==> src/sv/bbps_pkg.sv <==
// Package for the battery backup power sequencer.
// Holds transaction structs, state codes, fault bits and register indexes.
// No dependencies.
package bbps_pkg;

  localparam int unsigned CFG_IDX_W  = 3;
  localparam int unsigned CFG_DATA_W = 16;

  // Register indexes on the configuration port
  localparam logic [CFG_IDX_W-1:0] REG_BATT_ABSENT    = 3'd0;
  localparam logic [CFG_IDX_W-1:0] REG_BATT_UNDER     = 3'd1;
  localparam logic [CFG_IDX_W-1:0] REG_BATT_OVER      = 3'd2;
  localparam logic [CFG_IDX_W-1:0] REG_BATT_PRECHARGE = 3'd3;
  localparam logic [CFG_IDX_W-1:0] REG_BATT_NOMINAL   = 3'd4;
  localparam logic [CFG_IDX_W-1:0] REG_CHARGE_CUTOFF  = 3'd5;
  localparam logic [CFG_IDX_W-1:0] REG_SUPPLY_LOW     = 3'd6;
  localparam logic [CFG_IDX_W-1:0] REG_SUPPLY_MIN     = 3'd7;

  // Fixed supply thresholds and the dwell threshold for slow gains
  localparam logic [15:0] SUPPLY_ABSENT_MV = 16'd1000;
  localparam logic [15:0] SUPPLY_MAX_MV    = 16'd5500;
  localparam logic [15:0] DWELL_SLOW       = 16'd50;

  // Power machine codes
  localparam logic [2:0] PS_BOOT     = 3'd0;
  localparam logic [2:0] PS_STANDBY  = 3'd1;
  localparam logic [2:0] PS_EXTERNAL = 3'd2;
  localparam logic [2:0] PS_NORMAL   = 3'd3;
  localparam logic [2:0] PS_DISCH    = 3'd4;
  localparam logic [2:0] PS_FAULT    = 3'd5;

  // Charge machine codes
  localparam logic [1:0] CS_PRE  = 2'd0;
  localparam logic [1:0] CS_CHG  = 2'd1;
  localparam logic [1:0] CS_DONE = 2'd2;

  // Drive modes
  localparam logic [1:0] DRV_OFF       = 2'd0;
  localparam logic [1:0] DRV_BUCK_QTR  = 2'd1;
  localparam logic [1:0] DRV_BUCK_FULL = 2'd2;
  localparam logic [1:0] DRV_BOOST     = 2'd3;

  // Sticky fault bits
  localparam logic [6:0] FLT_SHORT      = 7'h01;
  localparam logic [6:0] FLT_BATT_UV    = 7'h02;
  localparam logic [6:0] FLT_BATT_OV    = 7'h04;
  localparam logic [6:0] FLT_SUPPLY_UV  = 7'h08;
  localparam logic [6:0] FLT_SUPPLY_OV  = 7'h10;
  localparam logic [6:0] FLT_BAD_POWER  = 7'h20;
  localparam logic [6:0] FLT_BAD_CHARGE = 7'h40;

  typedef struct packed {
    logic [15:0]        supply_mv;
    logic [15:0]        battery_mv;
    logic signed [15:0] battery_ma;
    logic               soft_trip;
    logic               hard_trip;
    logic               five_sec_pulse;
    logic [15:0]        dwell_count;
  } in_item_t;

  typedef struct packed {
    logic [2:0] power_state;
    logic [1:0] charge_state;
    logic       gate_enable;
    logic [1:0] drive_mode;
    logic       fast_gains;
    logic [6:0] fault_codes;
  } out_item_t;

endpackage

==> src/sv/battery_backup_power_sequencer.sv <==
// Top level of the battery backup power sequencer: fault checks, power and
// charge state machines, gate/drive/gain selection. Depends on bbps_pkg.
//
//  channel  direction  handshake            payload
//  in_      input      in_valid / in_ready  bbps_pkg::in_item_t
//  out_     output     out_valid/out_ready  bbps_pkg::out_item_t
//  cfg_     input      cfg_we (no wait)     cfg_index, cfg_wdata
//
// One measurement tick per clock sustained while the result is not stalled.
// A transaction lands in the input register, then one pass of
// compare-and-select logic updates the state and loads the result register.
// Reset (synchronous, rst_n low) restores thresholds, boot/charged state, a
// clear fault word, slow gains and no pending pulse. When the result is
// stalled, the input register still takes one more transaction before
// in_ready drops.
module battery_backup_power_sequencer (
  input  logic                                 clk,
  input  logic                                 rst_n,
  input  logic                                 in_valid,
  output logic                                 in_ready,
  input  bbps_pkg::in_item_t                   in_data,
  output logic                                 out_valid,
  input  logic                                 out_ready,
  output bbps_pkg::out_item_t                  out_data,
  input  logic                                 cfg_we,
  input  logic [bbps_pkg::CFG_IDX_W-1:0]       cfg_index,
  input  logic [bbps_pkg::CFG_DATA_W-1:0]      cfg_wdata
);
  import bbps_pkg::*;

  // Configuration registers
  logic [15:0] batt_absent_r, batt_under_r, batt_over_r, batt_precharge_r;
  logic [15:0] batt_nominal_r, supply_low_r, supply_min_r;
  logic [14:0] charge_cutoff_r;

  // Sequencer state
  logic [2:0] power_mode_r, power_mode_nxt;
  logic [1:0] charge_mode_r, charge_mode_nxt;
  logic [6:0] fault_word_r, fault_word_nxt;
  logic       gain_select_r, gain_select_nxt;
  logic       pulse_pending_r, pulse_pending_nxt;

  // Pipeline registers
  logic      s1_valid_r;
  in_item_t  s1_data_r;
  logic      out_valid_r;
  out_item_t out_data_r, out_data_nxt;

  logic advance;

  // Advance the input stage when the result register is empty or drained
  assign advance  = s1_valid_r && (!out_valid_r || out_ready);
  assign in_ready = !s1_valid_r || advance;

  assign out_valid = out_valid_r;
  assign out_data  = out_data_r;

  always_ff @(posedge clk) begin
    if (!rst_n) begin
      batt_absent_r    <= 16'd500;
      batt_under_r     <= 16'd2500;
      batt_over_r      <= 16'd4300;
      batt_precharge_r <= 16'd3000;
      batt_nominal_r   <= 16'd4100;
      charge_cutoff_r  <= 15'd50;
      supply_low_r     <= 16'd4600;
      supply_min_r     <= 16'd4300;
    end else if (cfg_we) begin
      case (cfg_index)
        REG_BATT_ABSENT:    batt_absent_r    <= cfg_wdata;
        REG_BATT_UNDER:     batt_under_r     <= cfg_wdata;
        REG_BATT_OVER:      batt_over_r      <= cfg_wdata;
        REG_BATT_PRECHARGE: batt_precharge_r <= cfg_wdata;
        REG_BATT_NOMINAL:   batt_nominal_r   <= cfg_wdata;
        REG_CHARGE_CUTOFF:  charge_cutoff_r  <= cfg_wdata[14:0];
        REG_SUPPLY_LOW:     supply_low_r     <= cfg_wdata;
        REG_SUPPLY_MIN:     supply_min_r     <= cfg_wdata;
        default: ;
      endcase
    end
  end

  // Per-tick decision logic: runs on the transaction held in the input stage
  always_comb begin
    logic [15:0] sup, bat, dwell;
    logic        pending;
    logic [6:0]  hit;
    logic        faulty;
    logic [2:0]  pm;
    logic [1:0]  cm;
    logic [6:0]  fw;
    logic        gain;
    logic        gate;
    logic [1:0]  mode;

    sup     = s1_data_r.supply_mv;
    bat     = s1_data_r.battery_mv;
    dwell   = s1_data_r.dwell_count;
    pending = pulse_pending_r | s1_data_r.five_sec_pulse;
    cm      = charge_mode_r;
    gain    = gain_select_r;
    gate    = 1'b0;
    mode    = DRV_OFF;

    // Fault checks in priority order; first hit wins
    if (!s1_data_r.soft_trip && s1_data_r.hard_trip)           hit = FLT_SHORT;
    else if (batt_absent_r < bat && bat < batt_under_r)         hit = FLT_BATT_UV;
    else if (batt_over_r < bat)                                 hit = FLT_BATT_OV;
    else if (SUPPLY_ABSENT_MV < sup && sup < supply_min_r)      hit = FLT_SUPPLY_UV;
    else if (SUPPLY_MAX_MV < sup)                               hit = FLT_SUPPLY_OV;
    else                                                        hit = '0;
    faulty = |hit;
    fw     = fault_word_r | hit;
    pm     = faulty ? PS_FAULT : power_mode_r;

    case (pm)
      PS_BOOT: begin
        gain = 1'b0;
        if (supply_low_r < sup && batt_under_r < bat)       pm = PS_NORMAL;
        else if (sup < supply_low_r && batt_under_r < bat)  pm = PS_STANDBY;
        else if (supply_low_r < sup && bat < batt_absent_r) pm = PS_EXTERNAL;
        else begin
          pm = PS_FAULT;
          fw = fw | FLT_BAD_POWER;
        end
      end
      PS_STANDBY: begin
        if (supply_low_r < sup) pm = PS_NORMAL;
      end
      PS_EXTERNAL: begin
        if (batt_under_r < bat) pm = PS_NORMAL;
      end
      PS_NORMAL: begin
        if (bat < batt_absent_r) begin
          pm = PS_EXTERNAL;
        end else begin
          case (cm)
            CS_PRE: begin
              if (batt_precharge_r < bat) cm = CS_CHG;
            end
            CS_CHG: begin
              if (pending && (s1_data_r.battery_ma < $signed({1'b0, charge_cutoff_r})))
                cm = CS_DONE;
            end
            CS_DONE: begin
              if (pending && bat < batt_nominal_r) cm = CS_CHG;
            end
            default: begin
              pm = PS_FAULT;
              fw = fw | FLT_BAD_CHARGE;
            end
          endcase
        end
      end
      PS_DISCH: begin
        if (dwell >= DWELL_SLOW) gain = 1'b0;
        if (bat < batt_precharge_r) begin
          pm = PS_STANDBY;
        end else if (pending) begin
          pending = 1'b0;
          pm      = PS_NORMAL;
        end
      end
      PS_FAULT: begin
        if (pending) begin
          pending = 1'b0;
          if (!faulty) pm = PS_BOOT;
        end
      end
      default: begin
        pm = PS_FAULT;
        fw = fw | FLT_BAD_POWER;
      end
    endcase

    // Supply lost while normal: drop to battery and switch to fast gains
    if (pm == PS_NORMAL && sup < supply_low_r) begin
      pm   = PS_DISCH;
      gain = 1'b1;
    end

    if (pm == PS_NORMAL) begin
      if (cm == CS_PRE) begin
        gate = 1'b1;
        mode = DRV_BUCK_QTR;
      end else if (cm == CS_CHG) begin
        gate = 1'b1;
        mode = DRV_BUCK_FULL;
      end else if (cm != CS_DONE) begin
        pm = PS_FAULT;
        fw = fw | FLT_BAD_CHARGE;
      end
    end else if (pm == PS_DISCH) begin
      gate = 1'b1;
      mode = DRV_BOOST;
    end

    power_mode_nxt    = pm;
    charge_mode_nxt   = cm;
    fault_word_nxt    = fw;
    gain_select_nxt   = gain;
    pulse_pending_nxt = pending;

    out_data_nxt.power_state  = pm;
    out_data_nxt.charge_state = cm;
    out_data_nxt.gate_enable  = gate;
    out_data_nxt.drive_mode   = mode;
    out_data_nxt.fast_gains   = gain;
    out_data_nxt.fault_codes  = fw;
  end

  // Control state and sequencer state
  always_ff @(posedge clk) begin
    if (!rst_n) begin
      s1_valid_r      <= 1'b0;
      out_valid_r     <= 1'b0;
      power_mode_r    <= PS_BOOT;
      charge_mode_r   <= CS_DONE;
      fault_word_r    <= '0;
      gain_select_r   <= 1'b0;
      pulse_pending_r <= 1'b0;
    end else begin
      if (in_ready) s1_valid_r <= in_valid;
      if (advance) begin
        out_valid_r     <= 1'b1;
        power_mode_r    <= power_mode_nxt;
        charge_mode_r   <= charge_mode_nxt;
        fault_word_r    <= fault_word_nxt;
        gain_select_r   <= gain_select_nxt;
        pulse_pending_r <= pulse_pending_nxt;
      end else if (out_ready) begin
        out_valid_r <= 1'b0;
      end
    end
  end

  // Payload registers: hold unless loaded
  always_ff @(posedge clk) begin
    if (in_ready && in_valid) s1_data_r  <= in_data;
    if (advance)              out_data_r <= out_data_nxt;
  end

  // Fault word is sticky: bits never clear outside reset
  a_fault_sticky: assert property (@(posedge clk)
    $past(rst_n) |-> ((fault_word_r & $past(fault_word_r)) == $past(fault_word_r)))
    else $error("fault word lost a bit");

  // Gate drive only in normal or discharging, and drive mode tracks the gate
  a_gate_state: assert property (@(posedge clk) disable iff (!rst_n)
    out_valid_r |-> ((out_data_r.gate_enable == (out_data_r.drive_mode != DRV_OFF)) &&
                     (!out_data_r.gate_enable || out_data_r.power_state == PS_NORMAL ||
                      out_data_r.power_state == PS_DISCH)))
    else $error("gate and drive mode inconsistent with power state");

  // No accept while both stages are full and the result is stalled
  a_backpressure: assert property (@(posedge clk) disable iff (!rst_n)
    (s1_valid_r && out_valid_r && !out_ready) |-> !in_ready)
    else $error("input accepted with pipeline full");

  // Result register loads only from a valid input stage
  a_load_source: assert property (@(posedge clk) disable iff (!rst_n)
    (!$past(out_valid_r) && out_valid_r && $past(rst_n)) |-> $past(s1_valid_r))
    else $error("result appeared without a transaction");

endmodule
==> config.mk <==
export PLATFORM = sky130hd
export DESIGN_NAME = battery_backup_power_sequencer
export DESIGN_NICKNAME = d
export VERILOG_FILES = /design/src/sv/bbps_pkg.sv /design/src/sv/battery_backup_power_sequencer.sv
export SDC_FILE = /design/constraint.sdc
export NUM_CORES = 1
export LEC_CHECK = 0
export ABC_AREA = 0
export BUFFER_PORTS_ARGS = -buffer_cell sky130_fd_sc_hd__buf_2
export CAP_MARGIN = 20
export CORE_ASPECT_RATIO = 1.1
export CORE_MARGIN = 10
export CORE_UTILIZATION = 54
export DETAILED_ROUTE_END_ITERATION = 6
export GPL_TIMING_DRIVEN = 1
export PLACE_DENSITY = 0.77
export SETUP_SLACK_MARGIN = 0.05
export SYNTH_ARGS = -nofsm -noshare
export SYNTH_HDL_FRONTEND = slang
export SYNTH_SLANG_ARGS = --single-unit
export TNS_END_PERCENT = 20
==> constraint.sdc <==
create_clock -name clk -period 2.7 [get_ports clk]
set_input_delay 0.54 -clock clk [delete_from_list [all_inputs] [get_ports clk]]
set_output_delay 0.54 -clock clk [all_outputs]
set_load 0.02 [all_outputs]
Word-level counts from Yosys, hierarchy flattened. Cells that the tools add are included.

Output and inout bits: 18. Register bits after elaboration: 226.

Bitwise logic cells: 2. Muxes and demuxes: 54. Reduce and logical (&&, ||, !) cells: 32. Order comparisons: 15. Eq/ne operators: 19.

Operators by type and width (number): 16-bit < comparator (12); 3-bit 2-to-1 mux (17); 7-bit 2-to-1 mux (6); 5-bit 2-to-1 mux (5); 3-bit equality test, second input constant (7); 7-bit one-hot mux with 3 select lines (1); 3-bit by 2-bit equality test with 1-bit output, second input constant (6); 2-bit 2-to-1 mux (9); 6-bit 2-to-1 mux (3); 3-bit one-hot mux with 6 select lines (1); 16-bit by 6-bit greater-or-equal comparator with 1-bit output, second input constant (1); 10-bit by 16-bit < comparator with 1-bit output, first input constant (1); 13-bit by 16-bit < comparator with 1-bit output, first input constant (1); 2-bit AND reduction (8); 1-bit logical AND (11); 1-bit 2-to-1 mux (9); 7-bit by 5-bit bitwise OR with 7-bit output (1); 7-bit OR reduction (1); 3-bit by 1-bit equality test with 1-bit output, second input constant (2); 3-bit zero test (2); 2-bit one-hot mux with 3 select lines (1); 2-bit by 1-bit equality test with 1-bit output, second input constant (2); 2-bit zero test (2); 1-bit one-hot mux with 2 select lines (2); other kinds (8) (11).

Longest topological paths before layout. Gate-level depths: netlist of the first run.

Word-level depth: 18. Mapped depth: 12. Mapped depth without buffers: 11.

Least setup slack after synthesis of the first run. Ideal clock, no wire load.

Path kind: register -> register. From: reg s1_data_r[36] in the netlist's numbering. To: reg out_data_r (netlist bit out_data[8]), data pin. Stages on the path, launching flop included: 12. Clock period less this slack: 2.898 ns. Slack: -0.198 ns. Buffers on the path: 1. Arrival: 2.614 ns. Setup time: 0.284 ns. Cell sequence: edfxtp_1 -> inv_1 -> ha_1 -> nor2b_4 -> o211ai_2 -> a2111oi_2 -> a2111oi_2 -> or3_1 -> buf_6 -> nand2_4 -> nor4_1 -> o221ai_1.

RTL lines: start, declared (RTL line battery_backup_power_sequencer.sv:45) `in_item_t s1_data_r;`; start signal, assigned (RTL line battery_backup_power_sequencer.sv:239) `if (in_ready && in_valid) s1_data_r <= in_data;`; end signal, assigned (RTL line battery_backup_power_sequencer.sv:240) `if (advance) out_data_r <= out_data_nxt;`; end, declared (RTL line battery_backup_power_sequencer.sv:47) `out_item_t out_data_r, out_data_nxt;`.

==> impl_metrics.json, run 1 <==
{
  "grt_antenna_before_repair": 1,
  "critical_path.reg2reg.startpoint": "s1_data_r[36]",
  "placed_cells": 1626,
  "dominant_combinational_cell_family_by_area_after_synthesis": "compound AO/OA/AOI/OAI gates",
  "drt_first_pass_iters": 7,
  "synthDominantCellAreaShare_pct": 25.6,
  "via_count_of_the_first_global_routing_pass": 9723,
  "synth.largest_area_cell": "sky130_fd_sc_hd__dfxtp_1",
  "yosys-top-cells-area": "sky130_fd_sc_hd__dfxtp_1 (26%), sky130_fd_sc_hd__edfxtp_1 (22%), sky130_fd_sc_hd__ha_1 (14%)",
  "synth_seq_area_share_pct": 47.6,
  "reg2reg_depth": 12,
  "setup.worst_path.class": "flip-flop to flip-flop",
  "clk_root_buffer_cell": "sky130_fd_sc_hd__clkbuf_16",
  "hold-path-cell-count": 1,
  "worst_skew_pair.late_latency_ns": 0.52,
  "crit_path_start_kind": "flip-flop",
  "number_of_diodes": 0,
  "critPathRequiredTime_ns": 3.06,
  "clkSlewWorstSetupHoldPaths_ns": 0.06,
  "antenna_violating_nets_post_route": 0,
  "r2r_setup_slack_ns": -0.49,
  "post-route-drc-count": 0,
  "cts_hold_buffers": 0,
  "area_delta_synth_final_pct": 23.1,
  "cts_tree": "built",
  "chipWidth_um": 157,
  "synthFlopType": "sky130_fd_sc_hd__dfxtp_1",
  "cts_htree_levels": 1,
  "post_route_cell_area_um2": 13800,
  "total_power_per_unit_cell_area_nw_per_um2": 582,
  "multi_input_area_um2": 5470,
  "synth-adder-area-share_pct": 13.7,
  "cts-root-to-sink-buffers": 3,
  "ys_types": 68,
  "groute.usage.overall_pct": 22.6,
  "ioPinCount": 109,
  "cap_violations": 0,
  "yosysWarningCount": 0,
  "syn-cell-area_um2": 11200,
  "clock_buffers_created_by_tritoncts": 24,
  "grt_start_max_net_pins": 51,
  "chipHeight_um": 171,
  "grt_pass1_wl_um": 48900,
  "layout_cell_share_with_drive_strength_beyond_1_pct": 21.5,
  "holdCritPathClass": "input port to flip-flop",
  "syn_avg_cell_area_um2": 9.15,
  "hold_ep": "s1_data_r[58]",
  "run_status": "finished, violations left",
  "share_of_synthesized_cell_area_in_and_or_nand_and_nor_gates_pct": 16.2,
  "synth_compound_gate_area_share_pct": 16.3,
  "totalWireLength_um": 30700,
  "cp.arrival_ns": 3.55,
  "setup_violations": 26,
  "static-leakage-power_uw": 0.00576,
  "postLayoutSetupSlackWorst_ns": -0.490,
  "hold_path_startpoint": "in_data[58]",
  "via_per_inst": 5.68,
  "syn_nets": 1437,
  "layout_min_cycle_time_ns": 3.19,
  "die_area_um2": 26900,
  "globalRouteOverflowTotal": 0,
  "post_synth_xor_area_fraction_pct": 0,
  "worstSetupEndpointType": "flip-flop",
  "crit_fanout": 5,
  "asyncSetResetFlopFracSynth_pct": 0,
  "row_count": 55,
  "place_hpwl_um": 21800,
  "cts_sinks": 225,
  "finish.net_count": 1623,
  "vdd.ir_drop.worst_v": 0.000532,
  "layout.area.seq_um2": 5330,
  "synthesis.instances": 1223,
  "first_iter_violations": 565,
  "fin_hold_ws_ns": 0.195,
  "wl_per_cell_um": 18.3,
  "place_area_um2": 12600,
  "timing.max_slew.rel_slack_pct": 53.8,
  "mux_cell_area_share_after_synthesis_pct": 0,
  "final_cells": 1683,
  "endpoints_failing_hold": 0,
  "synth_edf_count": 82,
  "detailed_route_via_count": 9553,
  "max_freq_mhz": 313,
  "tightest_slew_ns": 0.691,
  "max_slew_violation_count": 0,
  "grt_setup_unrepaired": "yes",
  "failing_checks": "negative setup slack",
  "fillCellCount": 1586,
  "initial_utilization_pct": 54.6,
  "finalCritPeriodShare_pct": 118,
  "critical_path.reg2reg.endpoint": "out_data[8]",
  "core-area_um2": 20500,
  "gp_congestion": 0.920,
  "port_buffers": 107,
  "synth_seq_cells": 225,
  "worst_clock_skew_ns": 0.0117
}
==> logic make-up (layout without fill, tap and decap cells) <==
group | count (synthesis) | after routing
DFF | 225 | 225
adders and majority gates | 123 | 123
AOI/OAI and AO/OA | 286 | 286
buffers and inverters | 178 | 382
and+or+nand+nor | 411 | 411
==> per-stage QoR <==
| stage | TNS (ns) | worst slack [ns] | power, uW | util [%] |
|---|---|---|---|---|
| global placement | -6.10 | -0.394 | 4590 | 61.5 |
| global route | -10.24 | -0.558 | 8310 | 67.2 |
| CTS | -4.83 | -0.343 | 8030 | 66.5 |
| finish | -7.76 | -0.490 | 8020 | 67.2 |
| detailed placement | -7.73 | -0.466 | 4620 | 61.5 |
| floorplan | -0.524 | -0.134 | 4260 | - |
==> sequential cells by signal (all words and copies together) (netlist names), 16 cells and up <==
name              count
batt_under_r         16
batt_absent_r        16
batt_nominal_r       16
batt_precharge_r     16
supply_min_r         16
batt_over_r          16
supply_low_r         16
s1_data_r            66
out_data             16
==> repair_timing <==
action / 4_1_cts / 5_1_grt
setup buffers: 6 / 7
pin swaps: 18 / 9
gates resized for setup: 25 / 20
hold endpoints to repair: 0 / 0
setup endpoints to repair: 28 / 28
==> power by group <==
part / switching, uW / internal [uW]
Sequential: 70.2 / 3650
Combinational: 523 / 369
Clock: 1320 / 2090
Total: 1920 / 6100
==> critical path, stage by stage, from the launching register on <==
cell,delay (ns)
sky130_fd_sc_hd__edfxtp_1,0.47
sky130_fd_sc_hd__ha_4,0.31
sky130_fd_sc_hd__nor2b_4,0.12
sky130_fd_sc_hd__o211ai_1,0.15
sky130_fd_sc_hd__a2111oi_4,0.53
sky130_fd_sc_hd__nor3_4,0.11
sky130_fd_sc_hd__buf_4,0.16
sky130_fd_sc_hd__or3_4,0.36
sky130_fd_sc_hd__o41ai_2,0.22
sky130_fd_sc_hd__o31a_1,0.25
sky130_fd_sc_hd__buf_4,0.15
sky130_fd_sc_hd__nand2_2,0.05
sky130_fd_sc_hd__o221ai_2,0.14
==> area by class of cell <==
cell class | count | area share [%]
Tap cell | 256 | 2.32
Sequential cell | 225 | 38.6
Clock buffer | 36 | 5.13
Clock inverter | 8 | 0.826
Multi-Input combinational cell | 820 | 39.7
Timing Repair Buffer | 216 | 10.1
Inverter | 122 | 3.32
==> worst max-delay path by stage <==
stage / from / end / slack, ns / cells after the start
3_5_place_dp: s1_data_r[48] / out_data[14] / -0.47 / 9
2_1_floorplan: s1_data_r[47] / out_data[10] / -0.13 / 10
6_report: s1_data_r[36] / out_data[8] / -0.49 / 12
5_1_grt: s1_data_r[36] / out_data[9] / -0.56 / 12
4_1_cts: s1_data_r[36] / out_data[8] / -0.34 / 11
3_3_place_gp: s1_data_r[48] / gain_select_r / -0.39 / 11
==> synthesized netlist by cell type, types with 5 or more instances <==
cell,number
sky130_fd_sc_hd__o21ai_0,34
sky130_fd_sc_hd__clkbuf_1,35
sky130_fd_sc_hd__clkbuf_2,15
sky130_fd_sc_hd__ha_1,123
sky130_fd_sc_hd__nand4_1,19
sky130_fd_sc_hd__nor2_1,38
sky130_fd_sc_hd__edfxtp_1,82
sky130_fd_sc_hd__buf_1,5
sky130_fd_sc_hd__o21a_1,7
sky130_fd_sc_hd__o211ai_1,36
sky130_fd_sc_hd__inv_1,121
sky130_fd_sc_hd__nor4_1,10
sky130_fd_sc_hd__or3_1,5
sky130_fd_sc_hd__nor3_1,7
sky130_fd_sc_hd__and2_1,6
sky130_fd_sc_hd__a211oi_1,10
sky130_fd_sc_hd__nand2b_1,12
sky130_fd_sc_hd__a21o_1,10
sky130_fd_sc_hd__nand3_1,27
sky130_fd_sc_hd__a21oi_1,137
sky130_fd_sc_hd__nand2_1,264
sky130_fd_sc_hd__dfxtp_1,143
sky130_fd_sc_hd__nor2b_1,7
==> per-layer routing <==
layer / track usage, % / wire length [um] / vias up
met3: 3.19 / 1600 / 92
met5: 0 / 0 / -
li1: - / - / 4635
met1: 25.7 / 12000 / 4529
met4: 9.93 / 1280 / 0
met2: 41.2 / 15800 / 297
==> cells in the final DEF, fill, tap and decap left out, drive strengths merged, types with 19 or more instances in the layout <==
cell | Yosys | layout
o21ai | 35 | 35
a21oi | 138 | 138
edfxtp | 82 | 82
ha | 123 | 123
nor2 | 38 | 38
nand3 | 27 | 27
dfxtp | 143 | 143
nand4 | 19 | 19
o211ai | 37 | 37
buf | 6 | 216
inv | 122 | 122
nand2 | 265 | 265
clkbuf | 50 | 36
No activity file was read; power rests on OpenSTA's default activity.
==> run 2: changes to the inputs <==
--- a/config.mk
+++ b/config.mk
@@ -8,12 +8,14 @@
 export ABC_AREA = 0
 export BUFFER_PORTS_ARGS = -buffer_cell sky130_fd_sc_hd__buf_2
 export CAP_MARGIN = 20
+export CELL_PAD_IN_SITES_DETAIL_PLACEMENT = 1
+export CELL_PAD_IN_SITES_GLOBAL_PLACEMENT = 1
 export CORE_ASPECT_RATIO = 1.1
 export CORE_MARGIN = 10
-export CORE_UTILIZATION = 54
+export CORE_UTILIZATION = 41
 export DETAILED_ROUTE_END_ITERATION = 6
 export GPL_TIMING_DRIVEN = 1
-export PLACE_DENSITY = 0.77
+export PLACE_DENSITY_LB_ADDON = 0.1
 export SETUP_SLACK_MARGIN = 0.05
 export SYNTH_ARGS = -nofsm -noshare
 export SYNTH_HDL_FRONTEND = slang
==> impl_metrics.json, run 2 (synthesis gave the netlist of run 1 again) <==
{
  "place_area_um2": 12900,
  "area_delta_synth_final_pct": 28.9,
  "static-leakage-power_uw": 0.00598,
  "timing.critical_path.cells": "buf_4 > ha_4 > a21oi_4 > o21ai_2 > a221o_1 > nor3_4 > buf_6 > o22ai_4 > a211oi_2 > buf_4 > nor3_4 > buf_12 > and4_1 > a31o_2",
  "cts_tree": "built",
  "chipHeight_um": 193,
  "run_status": "finished, violations left",
  "via_per_inst": 5.29,
  "chipWidth_um": 178,
  "cts-root-to-sink-buffers": 3,
  "crit_slowest_cell": "sky130_fd_sc_hd__a221o_1",
  "gp_congestion": 0.859,
  "worst_clock_skew_ns": 0.00996,
  "setup_tns_ns": -7.14,
  "registers.top_by_ff_count": "s1_data_r",
  "critPathRequiredTime_ns": 3.13,
  "grt_start_max_net_pins": 73,
  "antenna_violating_nets_post_route": 0,
  "final_common_cell": "sky130_fd_sc_hd__nand2_1",
  "globalRouteOverflowTotal": 0,
  "ioPinCount": 109,
  "crit_path_start_kind": "flip-flop",
  "max_slew_violation_count": 0,
  "die_area_um2": 34300,
  "fin_hold_ws_ns": 0.175,
  "initial_utilization_pct": 41.5,
  "setup_violations": 24,
  "max_freq_mhz": 312,
  "cts_hold_buffers": 0,
  "timing.max_slew.rel_slack_pct": 49.1,
  "first_iter_violations": 461,
  "post-route-drc-count": 0,
  "holdCritPathClass": "input port to flip-flop",
  "port_buffers": 107,
  "grt_pass1_wl_um": 56400,
  "totalWireLength_um": 36300,
  "finalCritPeriodShare_pct": 119,
  "endpoints_failing_hold": 0,
  "finish.net_count": 1660,
  "cts_sinks": 225,
  "vdd.ir_drop.worst_v": 0.000478,
  "number_of_diodes": 0,
  "fillCellCount": 3128,
  "crit_fanout": 7,
  "grt_antenna_before_repair": 2,
  "via_count_of_the_first_global_routing_pass": 10300,
  "cap_violations": 0,
  "layout_cell_share_with_drive_strength_beyond_1_pct": 25.2,
  "row_count": 63,
  "post_route_cell_area_um2": 14400,
  "clkSlewWorstSetupHoldPaths_ns": 0.06,
  "core-area_um2": 27000,
  "layout_min_cycle_time_ns": 3.20,
  "worstSetupEndpointType": "flip-flop",
  "largest_register_ffs": 66,
  "worst_skew_pair.late_latency_ns": 0.54,
  "most_frequent_cells_in_the_layout": "sky130_fd_sc_hd__nand2_1 (257), sky130_fd_sc_hd__dfxtp_1 (143), sky130_fd_sc_hd__buf_4 (131), sky130_fd_sc_hd__a21oi_1 (130), sky130_fd_sc_hd__inv_1 (114)",
  "critPathBufInv": 4,
  "place_hpwl_um": 26100,
  "critPathTopFamily": "compound AO/OA/AOI/OAI gates",
  "tightest_slew_ns": 0.761,
  "clk_root_buffer_cell": "sky130_fd_sc_hd__clkbuf_16",
  "failing_checks": "negative setup slack",
  "wl_per_cell_um": 19.9,
  "postLayoutSetupSlackWorst_ns": -0.502,
  "critical_path.max_stage_delay_ns": 0.42,
  "grt_setup_unrepaired": "yes",
  "groute.usage.overall_pct": 20.6,
  "detailed_route_via_count": 9655,
  "cts_htree_levels": 1,
  "drt_first_pass_iters": 5,
  "cp.arrival_ns": 3.63,
  "total_power_per_unit_cell_area_nw_per_um2": 575,
  "clock_buffers_created_by_tritoncts": 27,
  "setup.worst_path.class": "flip-flop to flip-flop"
}
## run 2: metal layers
metal  wire (um)  GRT usage, %  vias up
met5          17             0        -
met2       19000          37.3      154
li1            -             -     4710
met4        1020          6.06        4
met3        1260          3.17       63
met1       15000          24.3     4724
## run 2: timing repair
item	4_1_cts	5_1_grt
resized for setup	29	53
setup endpoints to repair	28	28
pin swaps	20	20
gates cloned	0	0
buffers inserted	8	14
## run 2: area by class of cell
type	count	area (um2)	area share [%]
Multi-Input combinational cell	820	5650	39.1
Sequential cell	225	5330	36.9
Timing Repair Buffer	250	1680	11.6
Clock buffer	34	722	5.00
Inverter	122	460	3.19
Tap cell	357	447	3.09
Clock inverter	16	150	1.04
## run 2: power breakdown
part | leakage (uW) | switching (uW) | internal, uW
Clock | 0.000429 | 1430 | 2160
Combinational | 0.00360 | 581 | 414
Sequential | 0.00195 | 68.6 | 3650
## run 2: path summary, 6_finish.rpt
kind / from / end / slack [ns] / cells past startpoint
setup / recovery: s1_data_r[44] / gain_select_r / -0.50 / 14
hold / removal: in_data[20] / s1_data_r[20] / 0.18 / 1
hold reg to reg: supply_low_r[11] / supply_low_r[11] / 0.45 / 2
setup reg to reg: s1_data_r[44] / gain_select_r / -0.50 / 14
## run 2: through the flow
step | worst slack [ns] | power (uW) | utilization [%] | std cells
after floorplan | -0.134 | 4260 | - | 1223
after global placement | -0.455 | 4660 | 48.0 | 1752
after detailed placement | -0.523 | 4690 | 48.0 | 1752
after CTS | -0.451 | 8330 | 52.1 | 1810
after global routing | -0.593 | 8660 | 53.6 | 1824
final | -0.502 | 8300 | 53.6 | 1824
==> run 3: changes to the inputs <==
--- a/config.mk
+++ b/config.mk
@@ -12,7 +12,7 @@
 export CELL_PAD_IN_SITES_GLOBAL_PLACEMENT = 1
 export CORE_ASPECT_RATIO = 1.1
 export CORE_MARGIN = 10
-export CORE_UTILIZATION = 41
+export CORE_UTILIZATION = 46
 export DETAILED_ROUTE_END_ITERATION = 6
 export GPL_TIMING_DRIVEN = 1
 export PLACE_DENSITY_LB_ADDON = 0.1
==> constraint.sdc (replaced) <==
create_clock -name clk -period 3.48 [get_ports clk]
set_input_delay 0.696 -clock clk [delete_from_list [all_inputs] [get_ports clk]]
set_output_delay 0.696 -clock clk [all_outputs]
set_load 0.02 [all_outputs]
==> impl_metrics.json, run 3 (synthesis gave the netlist of run 1 again) <==
{
  "setup_violations": 0,
  "clock_buffers_created_by_tritoncts": 26,
  "static-leakage-power_uw": 0.00530,
  "dp_slack_ns": 0.168,
  "wl_per_cell_um": 19.9,
  "die_area_um2": 31000,
  "registers.top_by_ff_count": "s1_data_r",
  "vdd.ir_drop.worst_v": 0.000431,
  "crit_slowest_cell": "sky130_fd_sc_hd__a2111oi_4",
  "crit_path_start_kind": "flip-flop",
  "critical_path.max_stage_delay_ns": 0.48,
  "finish.net_count": 1539,
  "cp.arrival_ns": 3.52,
  "holdCritPathClass": "input port to flip-flop",
  "initial_utilization_pct": 47.0,
  "gp_congestion": 0.860,
  "cts_sinks": 225,
  "grt_pass1_wl_um": 52300,
  "critPathRequiredTime_ns": 3.74,
  "max_slew_violation_count": 0,
  "endpoints_failing_hold": 0,
  "tightest_slew_ns": 0.928,
  "place_hpwl_um": 23800,
  "grt_setup_unrepaired": "yes",
  "post-cts-setup-buffers": 0,
  "max_freq_mhz": 307,
  "totalWireLength_um": 32900,
  "cts_tree": "built",
  "layout_min_cycle_time_ns": 3.25,
  "grt_antenna_before_repair": 0,
  "area_delta_synth_final_pct": 16.1,
  "port_buffers": 107,
  "crit_fanout": 9,
  "ioPinCount": 109,
  "via_per_inst": 5.49,
  "clk_root_buffer_cell": "sky130_fd_sc_hd__clkbuf_16",
  "chipHeight_um": 184,
  "detailed_route_via_count": 9059,
  "antenna_violating_nets_post_route": 0,
  "multi_input_area_um2": 5220,
  "fillCellCount": 2791,
  "number_of_diodes": 0,
  "timing.max_slew.rel_slack_pct": 37.5,
  "critPathBufInv": 0,
  "globalRouteOverflowTotal": 0,
  "most_frequent_cells_in_the_layout": "sky130_fd_sc_hd__nand2_1 (264), sky130_fd_sc_hd__dfxtp_1 (143), sky130_fd_sc_hd__a21oi_1 (137), sky130_fd_sc_hd__ha_1 (123), sky130_fd_sc_hd__inv_1 (120)",
  "groute.usage.overall_pct": 20.9,
  "clkSlewWorstSetupHoldPaths_ns": 0.06,
  "cts_htree_levels": 1,
  "drt_first_pass_iters": 5,
  "worst_clock_skew_ns": 0.00994,
  "critPathTopFamily": "compound AO/OA/AOI/OAI gates",
  "timing.critical_path.cells": "ha_1 > nor2b_1 > o211ai_1 > a2111oi_4 > nor3_4 > or3_1 > o41ai_1 > o31a_1 > or2_1 > o21ai_0",
  "post-route-drc-count": 0,
  "finalCritPeriodShare_pct": 93.5,
  "grt_start_max_net_pins": 60,
  "chipWidth_um": 169,
  "worstSetupEndpointType": "flip-flop",
  "layout.area.seq_um2": 5330,
  "worst_skew_pair.late_latency_ns": 0.52,
  "cap_violations": 0,
  "core-area_um2": 23800,
  "total_power_per_unit_cell_area_nw_per_um2": 482,
  "final_common_cell": "sky130_fd_sc_hd__nand2_1",
  "postLayoutSetupSlackWorst_ns": 0.226,
  "row_count": 59,
  "setup.worst_path.class": "flip-flop to flip-flop",
  "setup_tns_ns": 0,
  "run_status": "finished, final reports clean",
  "layout_cell_share_with_drive_strength_beyond_1_pct": 14.5,
  "largest_register_ffs": 66,
  "cts_hold_buffers": 0,
  "via_count_of_the_first_global_routing_pass": 9682,
  "cts-root-to-sink-buffers": 3,
  "first_iter_violations": 390
}
[run 3: cell types whose count changed in the layout (fill, tap and decap cells not counted), sizes merged]
cell,change
buf,-120
bufinv,-1
clkbuf,+3
clkinv,-3
inv,-1
[run 3: timing repair]
item / CTS / global route
endpoints found under the hold margin: 0 / 0
resized for setup: 0 / 5
setup endpoints to repair: 0 / 9
[run 3: area by class of cell]
class	count	share of cell area (%)
clock inverter	11	0.799
inverter	122	3.52
sequential	225	41.0
timing repair buffer	130	5.64
clock buffer	37	5.95
multi-input combinational	820	40.2
tap	305	2.94
[run 3: final timing paths]
check / start / to / slack, ns / cells past startpoint
worst max register to register: s1_data_r[36] / out_data[6] / 0.23 / 10
worst max-delay path: s1_data_r[36] / out_data[6] / 0.23 / 10
worst min register to register: batt_over_r[0] / batt_over_r[0] / 0.45 / 2
worst min-delay path: in_data[4] / s1_data_r[4] / 0.34 / 1
[run 3: report_power, final]
group / internal [uW] / switching (uW) / total [uW] / leakage, uW
logic: 221 / 377 / 599 / 0.00292
registers: 2830 / 64.3 / 2890 / 0.00195
clock network: 1690 / 1090 / 2780 / 0.000435
[run 3: layer usage]
metal / part of all wire, % / track usage, %
met4: 2.3 / 5.37
met5: 0 / 0
met3: 3.8 / 2.93
met1: 42 / 24.8
met2: 52 / 38.4
[run 3: metrics by stage]
step	power (uW)	instance area, um2	util (%)	instances	hold slack [ns]
floorplan	3300	11200	-	1223	0.428
global route	6530	13000	54.5	1650	0.328
global placement	3520	12100	50.7	1602	0.437
CTS	6330	13000	54.4	1650	0.325
detailed placement	3550	12100	50.7	1602	0.444
finish	6270	13000	54.5	1650	0.343
